--- config.mk ---
export PLATFORM = sky130hd
export DESIGN_NAME = json_string_unescape_top
export DESIGN_NICKNAME = d
export VERILOG_FILES = /design/src/jsu_pkg.sv /design/src/json_string_unescape_top.sv /design/src/jsu_front.sv /design/src/jsu_queue.sv /design/src/jsu_back.sv
export SDC_FILE = /design/constraint.sdc
export NUM_CORES = 1
export LEC_CHECK = 0
export ABC_CLOCK_PERIOD_IN_PS = 7800
export BUFFER_PORTS_ARGS = -buffer_cell sky130_fd_sc_hd__buf_2
export CAP_MARGIN = 15
export CORE_ASPECT_RATIO = 0.7
export CORE_MARGIN = 10
export CORE_UTILIZATION = 50
export DETAILED_ROUTE_END_ITERATION = 7
export GPL_TIMING_DRIVEN = 0
export PLACE_DENSITY = 0.67
export SLEW_MARGIN = 25
export SYNTH_ARGS = -nofsm -noshare
export SYNTH_HDL_FRONTEND = slang
export SYNTH_SLANG_ARGS = --single-unit
--- constraint.sdc ---
create_clock -name clk -period 7.8 [get_ports clk]
set_input_delay 0.78 -clock clk [delete_from_list [all_inputs] [get_ports clk]]
set_output_delay 0.78 -clock clk [all_outputs]
set_load 0.05 [all_outputs]
--- src/jsu_pkg.sv ---
package jsu_pkg;

	localparam int unsigned QueueDepth = 4;
	localparam int unsigned QueuePtrW  = $clog2(QueueDepth);
	localparam int unsigned QueueCntW  = $clog2(QueueDepth + 1);

	localparam logic [1:0] KIND_BYTE = 2'd0;
	localparam logic [1:0] KIND_DONE = 2'd1;
	localparam logic [1:0] KIND_ERR  = 2'd2;

	localparam logic [2:0] ERR_NONE       = 3'd0;
	localparam logic [2:0] ERR_NO_QUOTE   = 3'd1;
	localparam logic [2:0] ERR_CTRL       = 3'd2;
	localparam logic [2:0] ERR_UNF_ESC    = 3'd3;
	localparam logic [2:0] ERR_UNK_ESC    = 3'd4;
	localparam logic [2:0] ERR_UNF_UNI    = 3'd5;
	localparam logic [2:0] ERR_BAD_HEX    = 3'd6;
	localparam logic [2:0] ERR_UNTERM     = 3'd7;

	// one queue entry: all results caused by one input byte
	typedef struct packed {
		logic [1:0] kind;
		logic [2:0] err;
		logic [1:0] cnt;    // number of results, 1 to 3
		logic [7:0] byte0;
		logic [7:0] byte1;
		logic [7:0] byte2;
	} res_entry_t;

endpackage

--- src/json_string_unescape_top.sv ---
// JSON string unescaper. Feed a string literal one byte per request, starting with its opening
// quote (leading blanks are skipped); end_of_input flags the end of the text. Out come the
// decoded bytes, a done result on the closing quote, or one error result, after which the
// block looks for a new opening quote. A \u escape yields one to three UTF-8 bytes; surrogates
// are not paired. Input is taken at one byte per cycle unless full: the decoder handles each
// byte in the cycle it arrives and parks its results in a four-entry queue; the output drains
// one result per cycle while the reader pops, through the held-entry and output registers.
// A \u escape spends six bytes on at most three results, so the output keeps pace and full
// rises only when the reader stalls. last marks the final result caused by one input byte.
module json_string_unescape_top
	import jsu_pkg::*;
(
	input  logic       clk,
	input  logic       arst_n,
	input  logic       push,
	output logic       full,
	input  logic [7:0] data_byte,
	input  logic       end_of_input,
	output logic       empty,
	input  logic       pop,
	output logic [1:0] kind,
	output logic [7:0] out_byte,
	output logic [2:0] error_code,
	output logic       last
);

	logic       accept;
	logic       wr_en;
	res_entry_t wr_entry;
	logic       rd_en;
	res_entry_t rd_entry;
	logic       q_empty;

	assign accept = push && !full;

	jsu_front u_front (
		.clk          (clk),
		.arst_n       (arst_n),
		.accept       (accept),
		.data_byte    (data_byte),
		.end_of_input (end_of_input),
		.wr_en        (wr_en),
		.wr_entry     (wr_entry)
	);

	jsu_queue u_queue (
		.clk      (clk),
		.arst_n   (arst_n),
		.wr_en    (wr_en),
		.wr_entry (wr_entry),
		.rd_en    (rd_en),
		.rd_entry (rd_entry),
		.full     (full),
		.empty    (q_empty)
	);

	jsu_back u_back (
		.clk        (clk),
		.arst_n     (arst_n),
		.q_empty    (q_empty),
		.q_entry    (rd_entry),
		.q_rd       (rd_en),
		.pop        (pop),
		.empty      (empty),
		.kind       (kind),
		.out_byte   (out_byte),
		.error_code (error_code),
		.last       (last)
	);

endmodule

--- src/jsu_front.sv ---
module jsu_front
	import jsu_pkg::*;
(
	input  logic       clk,
	input  logic       arst_n,
	input  logic       accept,
	input  logic [7:0] data_byte,
	input  logic       end_of_input,
	output logic       wr_en,
	output res_entry_t wr_entry
);

	localparam logic [1:0] PH_IDLE = 2'd0;
	localparam logic [1:0] PH_STR  = 2'd1;
	localparam logic [1:0] PH_ESC  = 2'd2;
	localparam logic [1:0] PH_HEX  = 2'd3;

	logic [1:0]  phase_q, phase_d;
	logic [1:0]  hex_count_q, hex_count_d;
	logic [15:0] code_point_q, code_point_d;
	logic        bad_hex_q, bad_hex_d;

	logic [3:0]  hex_dig;
	logic        hex_ok;
	logic [15:0] cp_next;
	logic        emit;
	res_entry_t  ent;

	always_comb begin
		hex_ok  = 1'b1;
		hex_dig = 4'd0;
		if (data_byte >= 8'h30 && data_byte <= 8'h39) begin
			hex_dig = data_byte[3:0];
		end else if ((data_byte >= 8'h61 && data_byte <= 8'h66) ||
		             (data_byte >= 8'h41 && data_byte <= 8'h46)) begin
			hex_dig = data_byte[3:0] + 4'd9;
		end else begin
			hex_ok = 1'b0;
		end
	end

	assign cp_next = {code_point_q[11:0], hex_dig};

	always_comb begin
		phase_d      = phase_q;
		hex_count_d  = hex_count_q;
		code_point_d = code_point_q;
		bad_hex_d    = bad_hex_q;
		emit         = 1'b0;
		ent          = '0;
		ent.kind     = KIND_BYTE;
		ent.err      = ERR_NONE;
		ent.cnt      = 2'd1;
		unique case (phase_q)
			PH_IDLE: begin
				if (!end_of_input && (data_byte == 8'h20 || data_byte == 8'h09 ||
				                      data_byte == 8'h0A || data_byte == 8'h0D)) begin
					emit = 1'b0;
				end else if (!end_of_input && data_byte == 8'h22) begin
					phase_d = PH_STR;
				end else begin
					emit     = 1'b1;
					ent.kind = KIND_ERR;
					ent.err  = ERR_NO_QUOTE;
				end
			end
			PH_STR: begin
				priority if (end_of_input) begin
					emit     = 1'b1;
					ent.kind = KIND_ERR;
					ent.err  = ERR_UNTERM;
					phase_d  = PH_IDLE;
				end else if (data_byte == 8'h22) begin
					emit     = 1'b1;
					ent.kind = KIND_DONE;
					phase_d  = PH_IDLE;
				end else if (data_byte < 8'h20) begin
					emit     = 1'b1;
					ent.kind = KIND_ERR;
					ent.err  = ERR_CTRL;
					phase_d  = PH_IDLE;
				end else if (data_byte == 8'h5C) begin
					phase_d = PH_ESC;
				end else begin
					emit      = 1'b1;
					ent.byte0 = data_byte;
				end
			end
			PH_ESC: begin
				if (end_of_input) begin
					emit     = 1'b1;
					ent.kind = KIND_ERR;
					ent.err  = ERR_UNF_ESC;
					phase_d  = PH_IDLE;
				end else begin
					phase_d = PH_STR;
					emit    = 1'b1;
					unique case (data_byte)
						8'h22, 8'h5C, 8'h2F: ent.byte0 = data_byte;
						8'h62: ent.byte0 = 8'h08;
						8'h66: ent.byte0 = 8'h0C;
						8'h6E: ent.byte0 = 8'h0A;
						8'h72: ent.byte0 = 8'h0D;
						8'h74: ent.byte0 = 8'h09;
						8'h75: begin
							emit         = 1'b0;
							phase_d      = PH_HEX;
							hex_count_d  = 2'd0;
							code_point_d = 16'd0;
							bad_hex_d    = 1'b0;
						end
						default: begin
							ent.kind = KIND_ERR;
							ent.err  = ERR_UNK_ESC;
							phase_d  = PH_IDLE;
						end
					endcase
				end
			end
			PH_HEX: begin
				if (end_of_input) begin
					emit     = 1'b1;
					ent.kind = KIND_ERR;
					ent.err  = ERR_UNF_UNI;
					phase_d  = PH_IDLE;
				end else begin
					code_point_d = cp_next;
					bad_hex_d    = bad_hex_q | ~hex_ok;
					if (hex_count_q != 2'd3) begin
						hex_count_d = hex_count_q + 2'd1;
					end else begin
						hex_count_d = 2'd0;
						emit        = 1'b1;
						if (bad_hex_q || !hex_ok) begin
							ent.kind = KIND_ERR;
							ent.err  = ERR_BAD_HEX;
							phase_d  = PH_IDLE;
						end else begin
							phase_d = PH_STR;
							priority if (cp_next[15:7] == 9'd0) begin
								ent.byte0 = cp_next[7:0];
							end else if (cp_next[15:11] == 5'd0) begin
								ent.cnt   = 2'd2;
								ent.byte0 = {3'b110, cp_next[10:6]};
								ent.byte1 = {2'b10, cp_next[5:0]};
							end else begin
								ent.cnt   = 2'd3;
								ent.byte0 = {4'hE, cp_next[15:12]};
								ent.byte1 = {2'b10, cp_next[11:6]};
								ent.byte2 = {2'b10, cp_next[5:0]};
							end
						end
					end
				end
			end
			default: phase_d = PH_IDLE;
		endcase
	end

	always_ff @(posedge clk or negedge arst_n) begin
		if (!arst_n) begin
			phase_q      <= PH_IDLE;
			hex_count_q  <= 2'd0;
			code_point_q <= 16'd0;
			bad_hex_q    <= 1'b0;
		end else if (accept) begin
			phase_q      <= phase_d;
			hex_count_q  <= hex_count_d;
			code_point_q <= code_point_d;
			bad_hex_q    <= bad_hex_d;
		end
	end

	assign wr_en    = accept & emit;
	assign wr_entry = ent;

endmodule

--- src/jsu_queue.sv ---
module jsu_queue
	import jsu_pkg::*;
(
	input  logic       clk,
	input  logic       arst_n,
	input  logic       wr_en,
	input  res_entry_t wr_entry,
	input  logic       rd_en,
	output res_entry_t rd_entry,
	output logic       full,
	output logic       empty
);

	res_entry_t             mem_q [QueueDepth];
	logic [QueuePtrW-1:0]   wr_ptr_q, rd_ptr_q;
	logic [QueueCntW-1:0]   count_q;

	assign full     = (count_q == QueueCntW'(QueueDepth));
	assign empty    = (count_q == '0);
	assign rd_entry = mem_q[rd_ptr_q];

	always_ff @(posedge clk) begin
		if (wr_en) begin
			mem_q[wr_ptr_q] <= wr_entry;
		end
	end

	always_ff @(posedge clk or negedge arst_n) begin
		if (!arst_n) begin
			wr_ptr_q <= '0;
			rd_ptr_q <= '0;
			count_q  <= '0;
		end else begin
			if (wr_en) begin
				wr_ptr_q <= wr_ptr_q + QueuePtrW'(1);
			end
			if (rd_en) begin
				rd_ptr_q <= rd_ptr_q + QueuePtrW'(1);
			end
			unique case ({wr_en, rd_en})
				2'b10:   count_q <= count_q + QueueCntW'(1);
				2'b01:   count_q <= count_q - QueueCntW'(1);
				default: count_q <= count_q;
			endcase
		end
	end

endmodule

--- src/jsu_back.sv ---
module jsu_back
	import jsu_pkg::*;
(
	input  logic       clk,
	input  logic       arst_n,
	input  logic       q_empty,
	input  res_entry_t q_entry,
	output logic       q_rd,
	input  logic       pop,
	output logic       empty,
	output logic [1:0] kind,
	output logic [7:0] out_byte,
	output logic [2:0] error_code,
	output logic       last
);

	res_entry_t cur_q;
	logic       cur_valid_q;
	logic [1:0] idx_q;
	logic       out_valid_q;
	logic [1:0] kind_q;
	logic [7:0] byte_q;
	logic [2:0] err_q;
	logic       last_q;

	logic       out_free;
	logic       adv;
	logic       cur_last;
	logic [7:0] cur_byte;

	assign out_free = !out_valid_q || pop;
	assign adv      = cur_valid_q && out_free;
	assign cur_last = (idx_q + 2'd1 == cur_q.cnt);
	// take the next request once the held one has gone out entirely
	assign q_rd     = !q_empty && (!cur_valid_q || (adv && cur_last));

	always_comb begin
		unique case (idx_q)
			2'd0:    cur_byte = cur_q.byte0;
			2'd1:    cur_byte = cur_q.byte1;
			default: cur_byte = cur_q.byte2;
		endcase
	end

	always_ff @(posedge clk or negedge arst_n) begin
		if (!arst_n) begin
			cur_valid_q <= 1'b0;
			idx_q       <= 2'd0;
			out_valid_q <= 1'b0;
		end else begin
			if (q_rd) begin
				cur_valid_q <= 1'b1;
				idx_q       <= 2'd0;
			end else if (adv) begin
				if (cur_last) begin
					cur_valid_q <= 1'b0;
				end
				idx_q <= idx_q + 2'd1;
			end
			if (adv) begin
				out_valid_q <= 1'b1;
			end else if (pop) begin
				out_valid_q <= 1'b0;
			end
		end
	end

	always_ff @(posedge clk) begin
		if (q_rd) begin
			cur_q <= q_entry;
		end
		if (adv) begin
			kind_q <= cur_q.kind;
			byte_q <= cur_byte;
			err_q  <= cur_q.err;
			last_q <= cur_last;
		end
	end

	assign empty      = !out_valid_q;
	assign kind       = kind_q;
	assign out_byte   = byte_q;
	assign error_code = err_q;
	assign last       = last_q;

endmodule

Word-level counts from Yosys, hierarchy flattened
Memory sizes are Yosys's and may differ from the RTL's. A register that Yosys moved wholly into a read port is not among the register bits. Cells that the tools add are included.

Add/sub/neg operators: 7. Order comparisons: 7. Equal/unequal tests: 29. Muxes and demuxes: 79. Bitwise logic cells: 3. Reduce and logical (&&, ||, !) cells: 38.

Operator list (number): 8-bit by 7-bit == test with 1-bit output (second input constant) (7); 8-bit two-way mux (7); 26-bit two-way mux (2); 8-bit case mux with 6 select lines (1); 5-bit two-way mux (8); 12-bit two-way mux (3); 2-bit two-way mux (18); 16-bit two-way mux (2); 31-bit two-way mux (1); 8-bit by 4-bit == test with 1-bit output (second input constant) (3); 8-bit by 6-bit == test with 1-bit output (second input constant) (3); 12-bit case mux with 2 select lines (1); 8-bit case mux with 3 select lines (1); 1-bit two-way mux (23); 5-bit case mux with 4 select lines (1); 17-bit two-way mux (1); 8-bit by 7-bit greater-or-equal comparator with 1-bit output (second input constant) (2); 8-bit by 7-bit <= comparator with 1-bit output (second input constant) (2); 8-bit case mux with 2 select lines (1); 2-bit inequality test (second input constant) (5); 5-bit AND reduction (2); 2-bit nonzero test (5); 1-bit logical AND (9); 9-bit logical NOT (1); other kinds (33) (54).

Register bits after elaboration: 42. Memory bits (writable): 124. Input bits: 13. Output and inout port bits: 16. Logic and storage cells: 178. Memories: 1.

Memories: u_queue.mem_q (depth 4, width 31, read ports 1, clocked after memory_dff 1, wr ports 1, line jsu_queue.sv:14) `res_entry_t mem_q [QueueDepth];`.

Longest topological paths before layout
Gate-level depths: netlist of run 1.

Depth after elaboration: 11. Mapped depth: 13.

Cells and area by module
Synthesis of run 1 repeated with hierarchy kept, for this count alone.

Cell total of the unflattened synthesis: 548. Area, all modules: 8565.7 um^2.

Modules (own cells, without submodules): jsu_queue (times used 1, cells each 198, area an instance 4914.7 um^2, sequential area each 3898.7 um^2); jsu_front (times used 1, cells each 250, area an instance 1894.3 um^2, sequential area each 425.4 um^2); jsu_back (times used 1, cells each 99, area an instance 1742.9 um^2, sequential area each 1451.4 um^2); json_string_unescape_top (times used 1, cells each 1, area an instance 13.8 um^2, sequential area each 0.0 um^2).

Worst setup path after synthesis of run 1
OpenSTA, ideal clock, no wires.

Path kind: register to register. Start: register u_back.idx_q[0]. End: register u_queue.count_q[2]. Data arrival time: 3.852 ns. Setup slack: 3.869 ns. Stages on the path, launching flop included: 12. Buffers on the path: 0. Cells stage by stage: dfrtp_1 -> inv_1 -> ha_1 -> xnor2_1 -> nand3_1 -> a21oi_1 -> ha_1 -> inv_1 -> fa_1 -> xor2_1 -> nor2_1 -> xor2_1.

Longest elaborated chain between the ends: 7. Elaborated cells between the ends (all ways): 9. Classes of those cells: add/sub: 1; eq/ne: 3; mux: 1; reduce/logical: 4.

Ends and longest elaborated chain: start, declared (line jsu_back.sv:19) `logic [1:0] idx_q;`; start signal, assigned (line jsu_back.sv:58) `idx_q <= idx_q + 2'd1;`; 2-bit by 1-bit adder with 2-bit output * (line jsu_back.sv:33) `assign cur_last = (idx_q + 2'd1 == cur_q.cnt);`; 2-bit == test * (line jsu_back.sv:33); 1-bit logical AND * (line jsu_back.sv:35) `assign q_rd = !q_empty && (!cur_valid_q || (adv && cur_last));`; 1-bit logical OR * (line jsu_back.sv:35); 1-bit logical AND * (line jsu_back.sv:35); via rd_en (line json_string_unescape_top.sv:30) `logic rd_en;`; 2-bit by 1-bit == test with 1-bit output / 2-bit == test (equally long branches) (line jsu_queue.sv:40) `unique case ({wr_en, rd_en})`; 3-bit case mux with 2 select lines / 2-bit nonzero test (equally long branches); end signal, assigned (line jsu_queue.sv:41) `2'b10: count_q <= count_q + QueueCntW'(1);`; end signal, assigned (line jsu_queue.sv:42) `2'b01: count_q <= count_q - QueueCntW'(1);`; end signal, assigned (line jsu_queue.sv:43) `default: count_q <= count_q;`; end, declared (line jsu_queue.sv:16) `logic [QueueCntW-1:0] count_q;`.

Mark *: on every way through the listed nets, which the timed path passes. The rest lies on a longest branch. A chain may end at the register's enable or synchronous reset.

==> flow_summary_export.csv, run 1 <==
group,metric,value,unit
global_routing,track_usage,16.9,%
timing,finalWorstSetupSlack,4.64,ns
worst_setup_path,crit_path_max_incr_delay,0.65,ns
floorplanning,io_pins,29,
synthesis,yosysUniqueCellTypes,59,
clocking,cts_buffers,17,
synthesis,synth_area_leader_cell,"edfxtp_1",
synthesis,synthTopCellsByArea,"edfxtp_1, dfrtp_1, mux4_2",
worst_setup_path,crit_chain,"buf_2, inv_1, ha_1, o21bai_1, a21boi_1, o2111ai_1, clkbuf_1, o21ai_0",
timing,min_period,3.16,ns
worst_setup_path,cpLargestDelayFamily,"compound AO/OA/AOI/OAI gates",
synthesis,synthSimpleGateAreaFrac,8.86,%
floorplanning,floorplan.initialDensity,51.8,%
synthesis,synth.top_cell.area_share,59.7,%
place,dp_cells,735,
worst_setup_path,cp_num_cells,8,
clocking,htree_levels,4,
timing,rsz0062_at_grt,"no",
place,dp.final_hpwl,11.8,mm
power,static-leakage-power,3.13,nW
global_routing,grt_start_max_net_pins,29,
synthesis,ys_async_sr_fraction,15.4,%
worst_setup_path,cp_num_buf_inv,3,
worst_setup_path,cp_slowest_cell,"o21ai_0",
timing,setup_viol_count_final,0,
floorplanning,die-area,21000,um^2
timing,maxSlewHeadroom,37.5,%
floorplanning,core_area,15000,um^2
global_routing,grt_pass1_wl,26.7,mm
synthesis,synth_mux_area_share,8.70,%
synthesis,synth_edf_count,154,
place,pre_cts_ws,4.32,ns
synthesis,syn_avg_cell_area,15.2,um^2
synthesis,synth_xor_area_share,1.02,%
worst_setup_path,critical_path_class,"input pin to register",
final_layout,n_antenna_cell,0,
synthesis,syn_inst,510,
timing,drv_slew,0,
floorplanning,placementRows,37,
run_status,outcome,"complete, no violations",
drt,drt_iter0_drc,560,
clocking,cts_hold_buf,0,
drt,drt-wirelength-per-cell,22.0,um
worst_setup_path,cp-start-kind,"input pin",
final_layout,finalCoreUtilization,59.0,%
final_layout,final_common_cell,"edfxtp_1",
synthesis,yosys_warnings,0,
worst_setup_path,crit_fanout,10,
final_layout,drive_above_1_share,18.0,%
drt,drc,0,
drt,drtAntennaViolNets,0,
synthesis,ys_seq_area_share,68.7,%
timing,fmax,0.316,GHz
timing,worstMarginPinSlew,0.934,ns
clocking,insertion_delay,0.42,ns
synthesis,yosys.area_share.adder,2.20,%
final_layout,syn_to_final_growth,13.9,%
clocking,cts_resized,0,
drt,dr_total_vias,4613,
timing,skew,0.00981,ns
power,power.density,386,nW/um^2
global_routing,grt_overflow_total,0,
drt,drt-total-wl,16.9,mm
final_layout,fin_cells,766,
floorplanning,die_h,124,um
final_layout,nNetsFinal,585,
drt,avgViaCountPerCell,6.02,
global_routing,antenna_found_initial,0,
clocking,cts.clk_slew.worst_paths,0.06,ns
power,vdd.ir_drop.worst,137,uV
clocking,post-cts-setup-buffer-count,0,
synthesis,syn-cell-area,7750,um^2
clocking,cts.sinks,182,
synthesis,synth_seq_cells,182,
timing,finalHoldViolCount,0,
timing,finalSetupTns,0,ns
clocking,cts_tree,"done",
synthesis,synth_ff_type,"edfxtp_1",
drt,first_pass_iters,7,
floorplanning,die_w,169,um
global_routing,grt_pass1_vias,4692,
synthesis,synthesis.nets,536,
place,gp_congestion,0.892,
clocking,clockBufferDepth,2,
hold_path,holdCritPathClass,"register to register",
run,cap_violations,0,
worst_setup_path,r2r_cells,11,
worst_setup_path,end_kind,"register",
final_layout,final_cell_mix,"edfxtp_1, nand2_1, buf_2, mux4_2, dfrtp_1",
worst_setup_path,required,7.92,ns
synthesis,synth-compound-area-share,8.27,%
place,dpl-instance-area,8270,um^2
hold_path,min_path_cells,0,
place,io_buffer_count,25,
final_layout,final_area,8820,um^2
timing,period_share,40.6,%
worst_setup_path,critPathArrivalTime,3.29,ns
synthesis,synth_top_family_by_area,"simple AND/OR/NAND/NOR gates",
clocking,cts-root-buf,"clkbuf_16",
## synthesized netlist by cell type (3+ instances only)
cell type    n
ha_1        12
mux4_2      28
nand3_1      6
nor3_1       7
edfxtp_1   154
nand2b_1     8
nor2_1      25
nor4_1       3
o211ai_1     5
a21o_1       4
a31oi_1      5
and2_1      11
inv_1       23
nor2b_1      6
a221oi_1     4
nand2_1     53
o31ai_1      3
or2_2        3
xnor2_1      5
nand4_1      5
dfrtp_1     28
a22oi_1     13
buf_2        6
xor2_1       4
a21oi_1     14
clkbuf_1    11
o21ai_0     19
buf_1        4
## metal layers
layer	share of wire [%]	routed length (um)	track usage, %	up-vias
li1	-	-	-	2065
met1	48	8130	23.9	2379
met2	45	7550	25.0	153
met3	6.0	1000	4.97	16
met4	1.0	168	4.72	0
met5	0	0	0	-
## registers in the layout, summed over array words and instances (netlist names)
register / count
u_back.cur_valid_q: 1
u_queue.rd_ptr_q: 2
u_queue.mem_q: 112
u_back.last: 1
u_back.error_code: 3
u_back.cur_q: 28
u_front.phase_q: 2
u_back.out_byte: 8
u_queue.count_q: 3
u_back.kind: 2
u_back.idx_q: 2
u_front.hex_count_q: 2
u_front.code_point_q: 12
u_back.out_valid_q: 1
u_queue.wr_ptr_q: 2
u_front.bad_hex_q: 1
## where the power goes
part           total (mW)  internal [mW]  switching (mW)
Sequential           1.50           1.41          0.0908
Combinational        1.09          0.398           0.697
Clock               0.807          0.471           0.337
Total                3.41           2.28            1.12
## path summary, 6_finish.rpt
check | startpoint | to | slack [ns]
max in group asynchronous | arst_n | u_front.code_point_q[1]$_DFFE_PN0P_ | 6.85
max | data_byte[0] | u_queue.mem_q[3][18]$_DFFE_PP_ | 4.64
min reg2reg | u_back.cur_q[26]$_DFFE_PP_ | u_back.error_code[0]$_DFFE_PP_ | 0.43
max reg2reg | u_back.idx_q[0]$_DFFE_PN0P_ | u_queue.count_q[2]$_DFFE_PN0P_ | 4.77
min | u_back.cur_q[26]$_DFFE_PP_ | u_back.error_code[0]$_DFFE_PP_ | 0.43
min in group asynchronous | arst_n | u_queue.wr_ptr_q[1]$_DFFE_PN0P_ | 0.44
## logic make-up after synthesis
group                    count (synthesis)
AO/OA/AOI/OAI                           91
XOR/XNOR                                 9
adder cells (fa/ha/maj)                 13
buffers and inverters                   44
flip-flops                             182
multiplexers                            32
AND/OR/NAND/NOR                        139
## area by class of cell
class                   count  area, um^2
clock buffers              23         448
inverters                  23        86.3
clock inverters             8         101
flip-flops and latches    182        5330
multi-input cells         284        2270
plain buffers              21        87.6
fillers                  1172        6130
well taps                 195         244
repair buffers             30         263
## worst reg2reg max path: stages (launching register included)
cell and delay (ns):
dfrtp_1 0.40, inv_1 0.09, ha_1 0.33, xnor2_1 0.18, nand3_1 0.17, a21oi_4 0.61
ha_1 0.30, inv_1 0.06, fa_1 0.37, xor2_1 0.15, nor2_1 0.14, xor2_1 0.17
## through the flow
stage	power (mW)	hold slack, ns
final	3.41	0.429
after global routing	3.59	0.433
after CTS	3.44	0.426
after detailed placement	2.62	0.411
after global placement	2.53	0.402
after floorplan	2.26	0.400
Power figures use the tool's default switching activity.
==> run 2, diff against run 1 <==
--- a/config.mk
+++ b/config.mk
@@ -5,7 +5,8 @@
 export SDC_FILE = /design/constraint.sdc
 export NUM_CORES = 1
 export LEC_CHECK = 0
-export ABC_CLOCK_PERIOD_IN_PS = 7800
+export ABC_AREA = 1
+export ABC_CLOCK_PERIOD_IN_PS = 2900
 export BUFFER_PORTS_ARGS = -buffer_cell sky130_fd_sc_hd__buf_2
 export CAP_MARGIN = 15
 export CORE_ASPECT_RATIO = 0.7
@@ -13,7 +14,7 @@
 export CORE_UTILIZATION = 50
 export DETAILED_ROUTE_END_ITERATION = 7
 export GPL_TIMING_DRIVEN = 0
-export PLACE_DENSITY = 0.67
+export PLACE_DENSITY = 0.69
 export SLEW_MARGIN = 25
 export SYNTH_ARGS = -nofsm -noshare
 export SYNTH_HDL_FRONTEND = slang
==> constraint.sdc (replaced) <==
create_clock -name clk -period 2.9 [get_ports clk]
set_input_delay 0.29 -clock clk [delete_from_list [all_inputs] [get_ports clk]]
set_output_delay 0.29 -clock clk [all_outputs]
set_load 0.05 [all_outputs]
==> flow_summary_export.csv, run 2 <==
group,metric,value,unit
run_status,outcome,"complete, no violations",
clocking,clockBufferDepth,2,
timing,rsz0062_at_grt,"no",
floorplanning,die-area,21500,um^2
drt,first_pass_iters,6,
drt,dr_total_vias,5629,
clocking,htree_levels,4,
clocking,cts_buffers,17,
timing,period_share,94.9,%
synthesis,synthTopCellsByArea,"edfxtp_1, dfrtp_1, nand2_1",
drt,avgViaCountPerCell,5.65,
synthesis,synth_mux_area_share,0,%
final_layout,nNetsFinal,809,
drt,drt-total-wl,18.5,mm
floorplanning,die_h,126,um
clocking,cts.sinks,182,
synthesis,syn_inst,728,
timing,fin_hold_ws,0.135,ns
floorplanning,core_area,15500,um^2
synthesis,ys_async_sr_fraction,15.4,%
final_layout,reg_top3,"u_queue.mem_q x112, u_back.cur_q x28, u_front.code_point_q x12",
synthesis,synth_seq_cells,182,
place,gp_congestion,0.928,
final_layout,final_cell_mix,"edfxtp_1, nand2_1, nor2_1, o21ai_0, inv_1",
synthesis,yosysUniqueCellTypes,32,
floorplanning,io_pins,29,
global_routing,track_usage,17.7,%
worst_setup_path,critical_path_class,"register to register",
final_layout,finalCoreUtilization,58.9,%
timing,maxSlewHeadroom,46.9,%
timing,min_period,2.75,ns
clocking,insertion_delay,0.43,ns
power,total_power,9.35,mW
place,io_buffer_count,28,
synthesis,synth-compound-area-share,9.76,%
power,static-leakage-power,3.57,nW
global_routing,antenna_found_initial,0,
drt,drt-wirelength-per-cell,18.6,um
worst_setup_path,crit_fanout,5,
synthesis,synth.top_cell.area_share,58.0,%
synthesis,synth_ff_type,"edfxtp_1",
synthesis,synth_edf_count,154,
drt,drc,0,
clocking,cts.clk_slew.worst_paths,0.08,ns
final_layout,largest_reg_flops,112,
hold_path,holdCritPathClass,"input pin to register",
timing,fmax,0.363,GHz
drt,drt_iter0_drc,768,
timing,setup_viol_count_final,0,
synthesis,yosys.area_share.adder,2.13,%
synthesis,synthSimpleGateAreaFrac,16.1,%
global_routing,grt_overflow_total,0,
timing,finalHoldViolCount,0,
place,dp_cells,960,
final_layout,final_common_cell,"edfxtp_1",
timing,drv_slew,0,
synthesis,synthTopCellsByCount,"edfxtp_1, nand2_1, nor2_1",
synthesis,synth_xor_area_share,0.439,%
synthesis,synthesis.nets,754,
global_routing,grt_start_max_net_pins,29,
final_layout,fin_cells,996,
global_routing,grt_pass1_vias,5468,
worst_setup_path,required,3.22,ns
synthesis,synth_most_common_cell,"edfxtp_1",
clocking,cts-root-buf,"clkbuf_16",
worst_setup_path,end_kind,"register",
floorplanning,floorplan.initialDensity,51.3,%
power,vdd.ir_drop.worst,485,uV
timing,skew,0.0141,ns
worst_setup_path,cp-start-kind,"register",
run,cap_violations,0,
worst_setup_path,critPathArrivalTime,3.07,ns
timing,worstMarginPinSlew,0.790,ns
final_layout,top_register,"u_queue.mem_q",
synthesis,synth_top_family_by_area,"simple AND/OR/NAND/NOR gates",
synthesis,synth_area_leader_cell,"edfxtp_1",
floorplanning,placementRows,38,
synthesis,ys_seq_area_share,66.8,%
drt,drtAntennaViolNets,0,
synthesis,yosys_warnings,0,
final_layout,drive_above_1_share,13.6,%
clocking,cts_tree,"done",
floorplanning,die_w,171,um
synthesis,syn_avg_cell_area,11.0,um^2
final_layout,syn_to_final_growth,14.8,%
power,power.density,1020,nW/um^2
global_routing,grt_pass1_wl,29.7,mm
synthesis,syn-cell-area,7970,um^2
final_layout,n_antenna_cell,0,
place,dp.final_hpwl,12.9,mm
## run 2: cell types whose count changed after synthesis, sizes merged, moves of 9 or more
cell	delta
nand2	+85
nor2	+80
o21ai	+63
inv	+52
o22ai	+39
mux4	-28
nand3	+24
and2	-11
clkbuf	+9
## run 2: metal layers
metal	vias up	share of wire, %	global-route usage [%]	wire (um)
met5	-	0	0	0
met4	0	1.1	5.46	201
met3	19	7.6	3.21	1420
met2	238	44	26.3	8190
met1	2730	47	25.7	8730
li1	2642	-	-	-
## run 2: per-stage QoR
stage	setup TNS, ns	worst slack (ns)	area (um^2)
floorplan	0	0.0657	7980
global placement	-128.11	-1.16	8370
detailed placement	-0.447	-0.347	8510
CTS	0	0.0589	9140
global route	0	0.000603	9150
finish	0	0.147	9150
## run 2: kinds of logic (layout without fill, tap and decap cells)
group	Yosys count	count (layout)
adders and majority gates	13	13
xor gates and xnor gates	4	4
AOI/OAI and AO/OA	140	140
and+or+nand+nor	291	291
buffers and inverters	98	166
DFF	182	182
## run 2: repair_timing
| item | CTS | global route |
|---|---|---|
| buffers inserted | 2 | 0 |
| hold endpoints to repair | 28 | 0 |
| hold buffers | 1 | 0 |
| setup endpoints to repair | 2 | 1 |
| resized for setup | 2 | 4 |
| cloned | 1 | 0 |
## run 2: where the power goes
group	switching (mW)	internal, mW
combinational	2.20	0.853
clock	1.09	1.16
sequential	0.237	3.81
## run 2: path summary, 6_finish.rpt
check,cells past startpoint,startpoint,slack [ns],to
setup / recovery,14,u_back.idx_q[1]$_DFFE_PN0P_,0.15,u_queue.count_q[2]$_DFFE_PN0P_
hold / removal,3,pop,0.14,u_back.out_valid_q$_DFFE_PN0P_
setup reg to reg,14,u_back.idx_q[1]$_DFFE_PN0P_,0.15,u_queue.count_q[2]$_DFFE_PN0P_
hold reg to reg,0,u_back.cur_q[28]$_DFFE_PP_,0.43,u_back.error_code[2]$_DFFE_PP_
max in group asynchronous,2,arst_n,1.92,u_queue.rd_ptr_q[0]$_DFFE_PN0P_
min in group asynchronous,2,arst_n,0.48,u_queue.count_q[0]$_DFFE_PN0P_
## run 2: final cells by class
cell class / instances / area, um^2
buffer: 23 / 95.1
clock buffer: 18 / 429
clock inverter: 14 / 158
fill: 1222 / 6390
inverter: 75 / 298
multi-input combinational: 448 / 2320
sequential: 182 / 5330
tap: 200 / 250
timing repair buffer: 35 / 275
timing repair inverter: 1 / 6.26
## run 2: worst max-delay path, cell delays in order, from the launching register on
cell and delay, ns:
dfrtp_1 0.36, inv_1 0.06, ha_1 0.29, or2_2 0.29, a21oi_2 0.16, nand2_1 0.09
nand2_2 0.10, o21ai_4 0.11, bufinv_8 0.20, ha_1 0.13, inv_1 0.06, fa_1 0.38
a21oi_1 0.15, o21ai_0 0.11, xor2_1 0.15
==> run 3, diff against run 2 <==
--- a/config.mk
+++ b/config.mk
@@ -5,7 +5,6 @@
 export SDC_FILE = /design/constraint.sdc
 export NUM_CORES = 1
 export LEC_CHECK = 0
-export ABC_AREA = 1
 export ABC_CLOCK_PERIOD_IN_PS = 2900
 export BUFFER_PORTS_ARGS = -buffer_cell sky130_fd_sc_hd__buf_2
 export CAP_MARGIN = 15
==> flow_summary_export.csv, run 3 (synthesis gave the netlist of run 1 again) <==
group,metric,value,unit
floorplanning,die_h,124,um
final_layout,nNetsFinal,588,
run_status,outcome,"complete, no violations",
final_layout,top_register,"u_queue.mem_q",
floorplanning,die_w,169,um
global_routing,grt_pass1_vias,4452,
clocking,clockBufferDepth,2,
power,static-leakage-power,3.17,nW
place,dp_cells,735,
hold_path,worstHoldEndpoint,"u_back.out_valid_q$_DFFE_PN0P_",
floorplanning,io_pins,29,
drt,drt-wirelength-per-cell,20.9,um
worst_setup_path,end_kind,"register",
final_layout,n_fill_cell,1115,
place,gp_congestion,0.884,
global_routing,grt_pass1_wl,25.1,mm
clocking,cts.sinks,182,
place,io_buffer_count,25,
drt,met1_length,7.62,mm
run,cap_violations,0,
timing,period_share,94.5,%
hold_path,min_path_cells,3,
timing,worstMarginPinSlew,0.887,ns
worst_setup_path,required,3.03,ns
global_routing,grt_overflow_total,0,
final_layout,drive_above_1_share,20.2,%
timing,maxSlewHeadroom,40.4,%
final_layout,largest_reg_flops,112,
worst_setup_path,r2r_end,"u_queue.mem_q[1][18]$_DFFE_PP_",
worst_setup_path,crit_chain,"clkbuf_1, nand2_1, nor2_1, o2111ai_1, clkbuf_1, o21ai_0",
timing,fmax,0.365,GHz
drt,drt-total-wl,16.1,mm
final_layout,final_common_cell,"edfxtp_1",
power,vdd.ir_drop.worst,404,uV
clocking,insertion_delay,0.43,ns
drt,drt_iter0_drc,417,
global_routing,grt_start_max_net_pins,29,
floorplanning,core_area,15000,um^2
timing,setup_viol_count_final,0,
worst_setup_path,cp-start-kind,"register",
worst_setup_path,critPathArrivalTime,2.87,ns
hold_path,holdCritPathClass,"input pin to register",
drt,highest_layer,"met4",
clocking,cts_buffers,17,
worst_setup_path,crit_path_max_incr_delay,0.62,ns
final_layout,reg_top3,"u_queue.mem_q x112, u_back.cur_q x28, u_front.code_point_q x12",
worst_setup_path,crit_top_cell,"clkbuf_1",
final_layout,final_cell_mix,"edfxtp_1, nand2_1, buf_2, mux4_2, dfrtp_1",
timing,finalHoldViolCount,0,
worst_setup_path,cp_slowest_cell,"o21ai_0",
final_layout,fin_cells,770,
power,total_power,9.20,mW
drt,first_pass_iters,5,
timing,skew,0.0105,ns
timing,rsz0062_at_grt,"no",
power,power.density,1030,nW/um^2
clocking,cts.clk_slew.worst_paths,0.07,ns
final_layout,syn_to_final_growth,14.8,%
timing,finalSetupTns,0,ns
timing,fin_hold_ws,0.184,ns
timing,drv_slew,0,
final_layout,finalCoreUtilization,59.5,%
drt,wl_met2,7.26,mm
clocking,cts-root-buf,"clkbuf_16",
drt,avgViaCountPerCell,5.89,
clocking,cts_tree,"done",
clocking,htree_levels,4,
worst_setup_path,critical_path_class,"register to register",
worst_setup_path,r2r_start,"u_front.phase_q[0]$_DFFE_PN0P_",
worst_setup_path,r2r_slack,0.16,ns
hold_path,hp-start,"pop",
worst_setup_path,crit_fanout,10,
floorplanning,floorplan.initialDensity,51.8,%
global_routing,antenna_found_initial,0,
drt,dr_wl_met3,1.12,mm
worst_setup_path,r2r_cells,6,
drt,drtAntennaViolNets,0,
floorplanning,die-area,21000,um^2
final_layout,n_antenna_cell,0,
global_routing,track_usage,15.8,%
place,dp.final_hpwl,11.3,mm
timing,min_period,2.74,ns
drt,drc,0,
floorplanning,placementRows,37,
drt,dr_total_vias,4537,
[run 3: repair_timing]
| item | CTS | global route |
|---|---|---|
| buffers inserted | 1 | 0 |
| hold buffers | 1 | 0 |
| cloned | 0 | 0 |
| resized for setup | 0 | 1 |
| endpoints found under the hold margin | 28 | 0 |
| setup endpoints to repair | 2 | 2 |
| pin swaps | 1 | 0 |
[run 3: worst max-delay path: cells and delay by family, from the launching register on]
family | cells | cell delay (ns)
and+or+nand+nor | 2 | 0.47
buffers and inverters | 2 | 0.70
DFF | 1 | 0.32
AOI/OAI and AO/OA | 2 | 0.95
[run 3: metal layers]
layer | vias to the layer above | GRT usage, %
met5 | - | 0
met4 | 0 | 4.88
met3 | 9 | 4.38
met2 | 152 | 24.2
met1 | 2307 | 21.8
li1 | 2069 | -
[run 3: worst max-delay path by stage]
stage                                   start                        endpoint  slack [ns]  depth (start not counted)
2_1_floorplan     u_back.idx_q[0]$_DFFE_PN0P_  u_queue.count_q[2]$_DFFE_PN0P_        0.03                         11
3_3_place_gp                     data_byte[0]  u_queue.mem_q[0][13]$_DFFE_PP_       -0.67                          8
3_5_place_dp      u_back.idx_q[0]$_DFFE_PN0P_  u_queue.count_q[2]$_DFFE_PN0P_       -0.23                         11
4_1_cts        u_front.phase_q[0]$_DFFE_PN0P_  u_queue.count_q[2]$_DFFE_PN0P_        0.20                         12
5_1_grt        u_front.phase_q[1]$_DFFE_PN0P_  u_queue.mem_q[1][18]$_DFFE_PP_        0.02                          6
6_report       u_front.phase_q[0]$_DFFE_PN0P_  u_queue.mem_q[1][18]$_DFFE_PP_        0.16                          6
[run 3: report_power, final]
part / leakage, nW / switching [mW] / internal (mW)
Combinational: 1.11 / 1.85 / 1.10
Clock: 0.284 / 1.07 / 1.15
Sequential: 1.77 / 0.238 / 3.80
[run 3: through the flow]
step | setup slack [ns] | instance area [um^2]
final | 0.158 | 8890
after detailed placement | -0.231 | 8280
after CTS | 0.197 | 8880
after global routing | 0.0183 | 8890
after global placement | -0.670 | 8130
after floorplan | 0.0345 | 7760
[run 3: cell type report]
| cell class | count | area [um^2] | share of cell area (%) |
|---|---|---|---|
| timing repair buffer | 33 | 292 | 3.28 |
| clock inverter | 15 | 159 | 1.79 |
| tap | 195 | 244 | 2.74 |
| clock buffer | 17 | 425 | 4.78 |
| sequential | 182 | 5330 | 59.9 |
| buffer | 21 | 87.6 | 0.985 |
| inverter | 23 | 86.3 | 0.971 |
| multi-input combinational | 284 | 2270 | 25.6 |
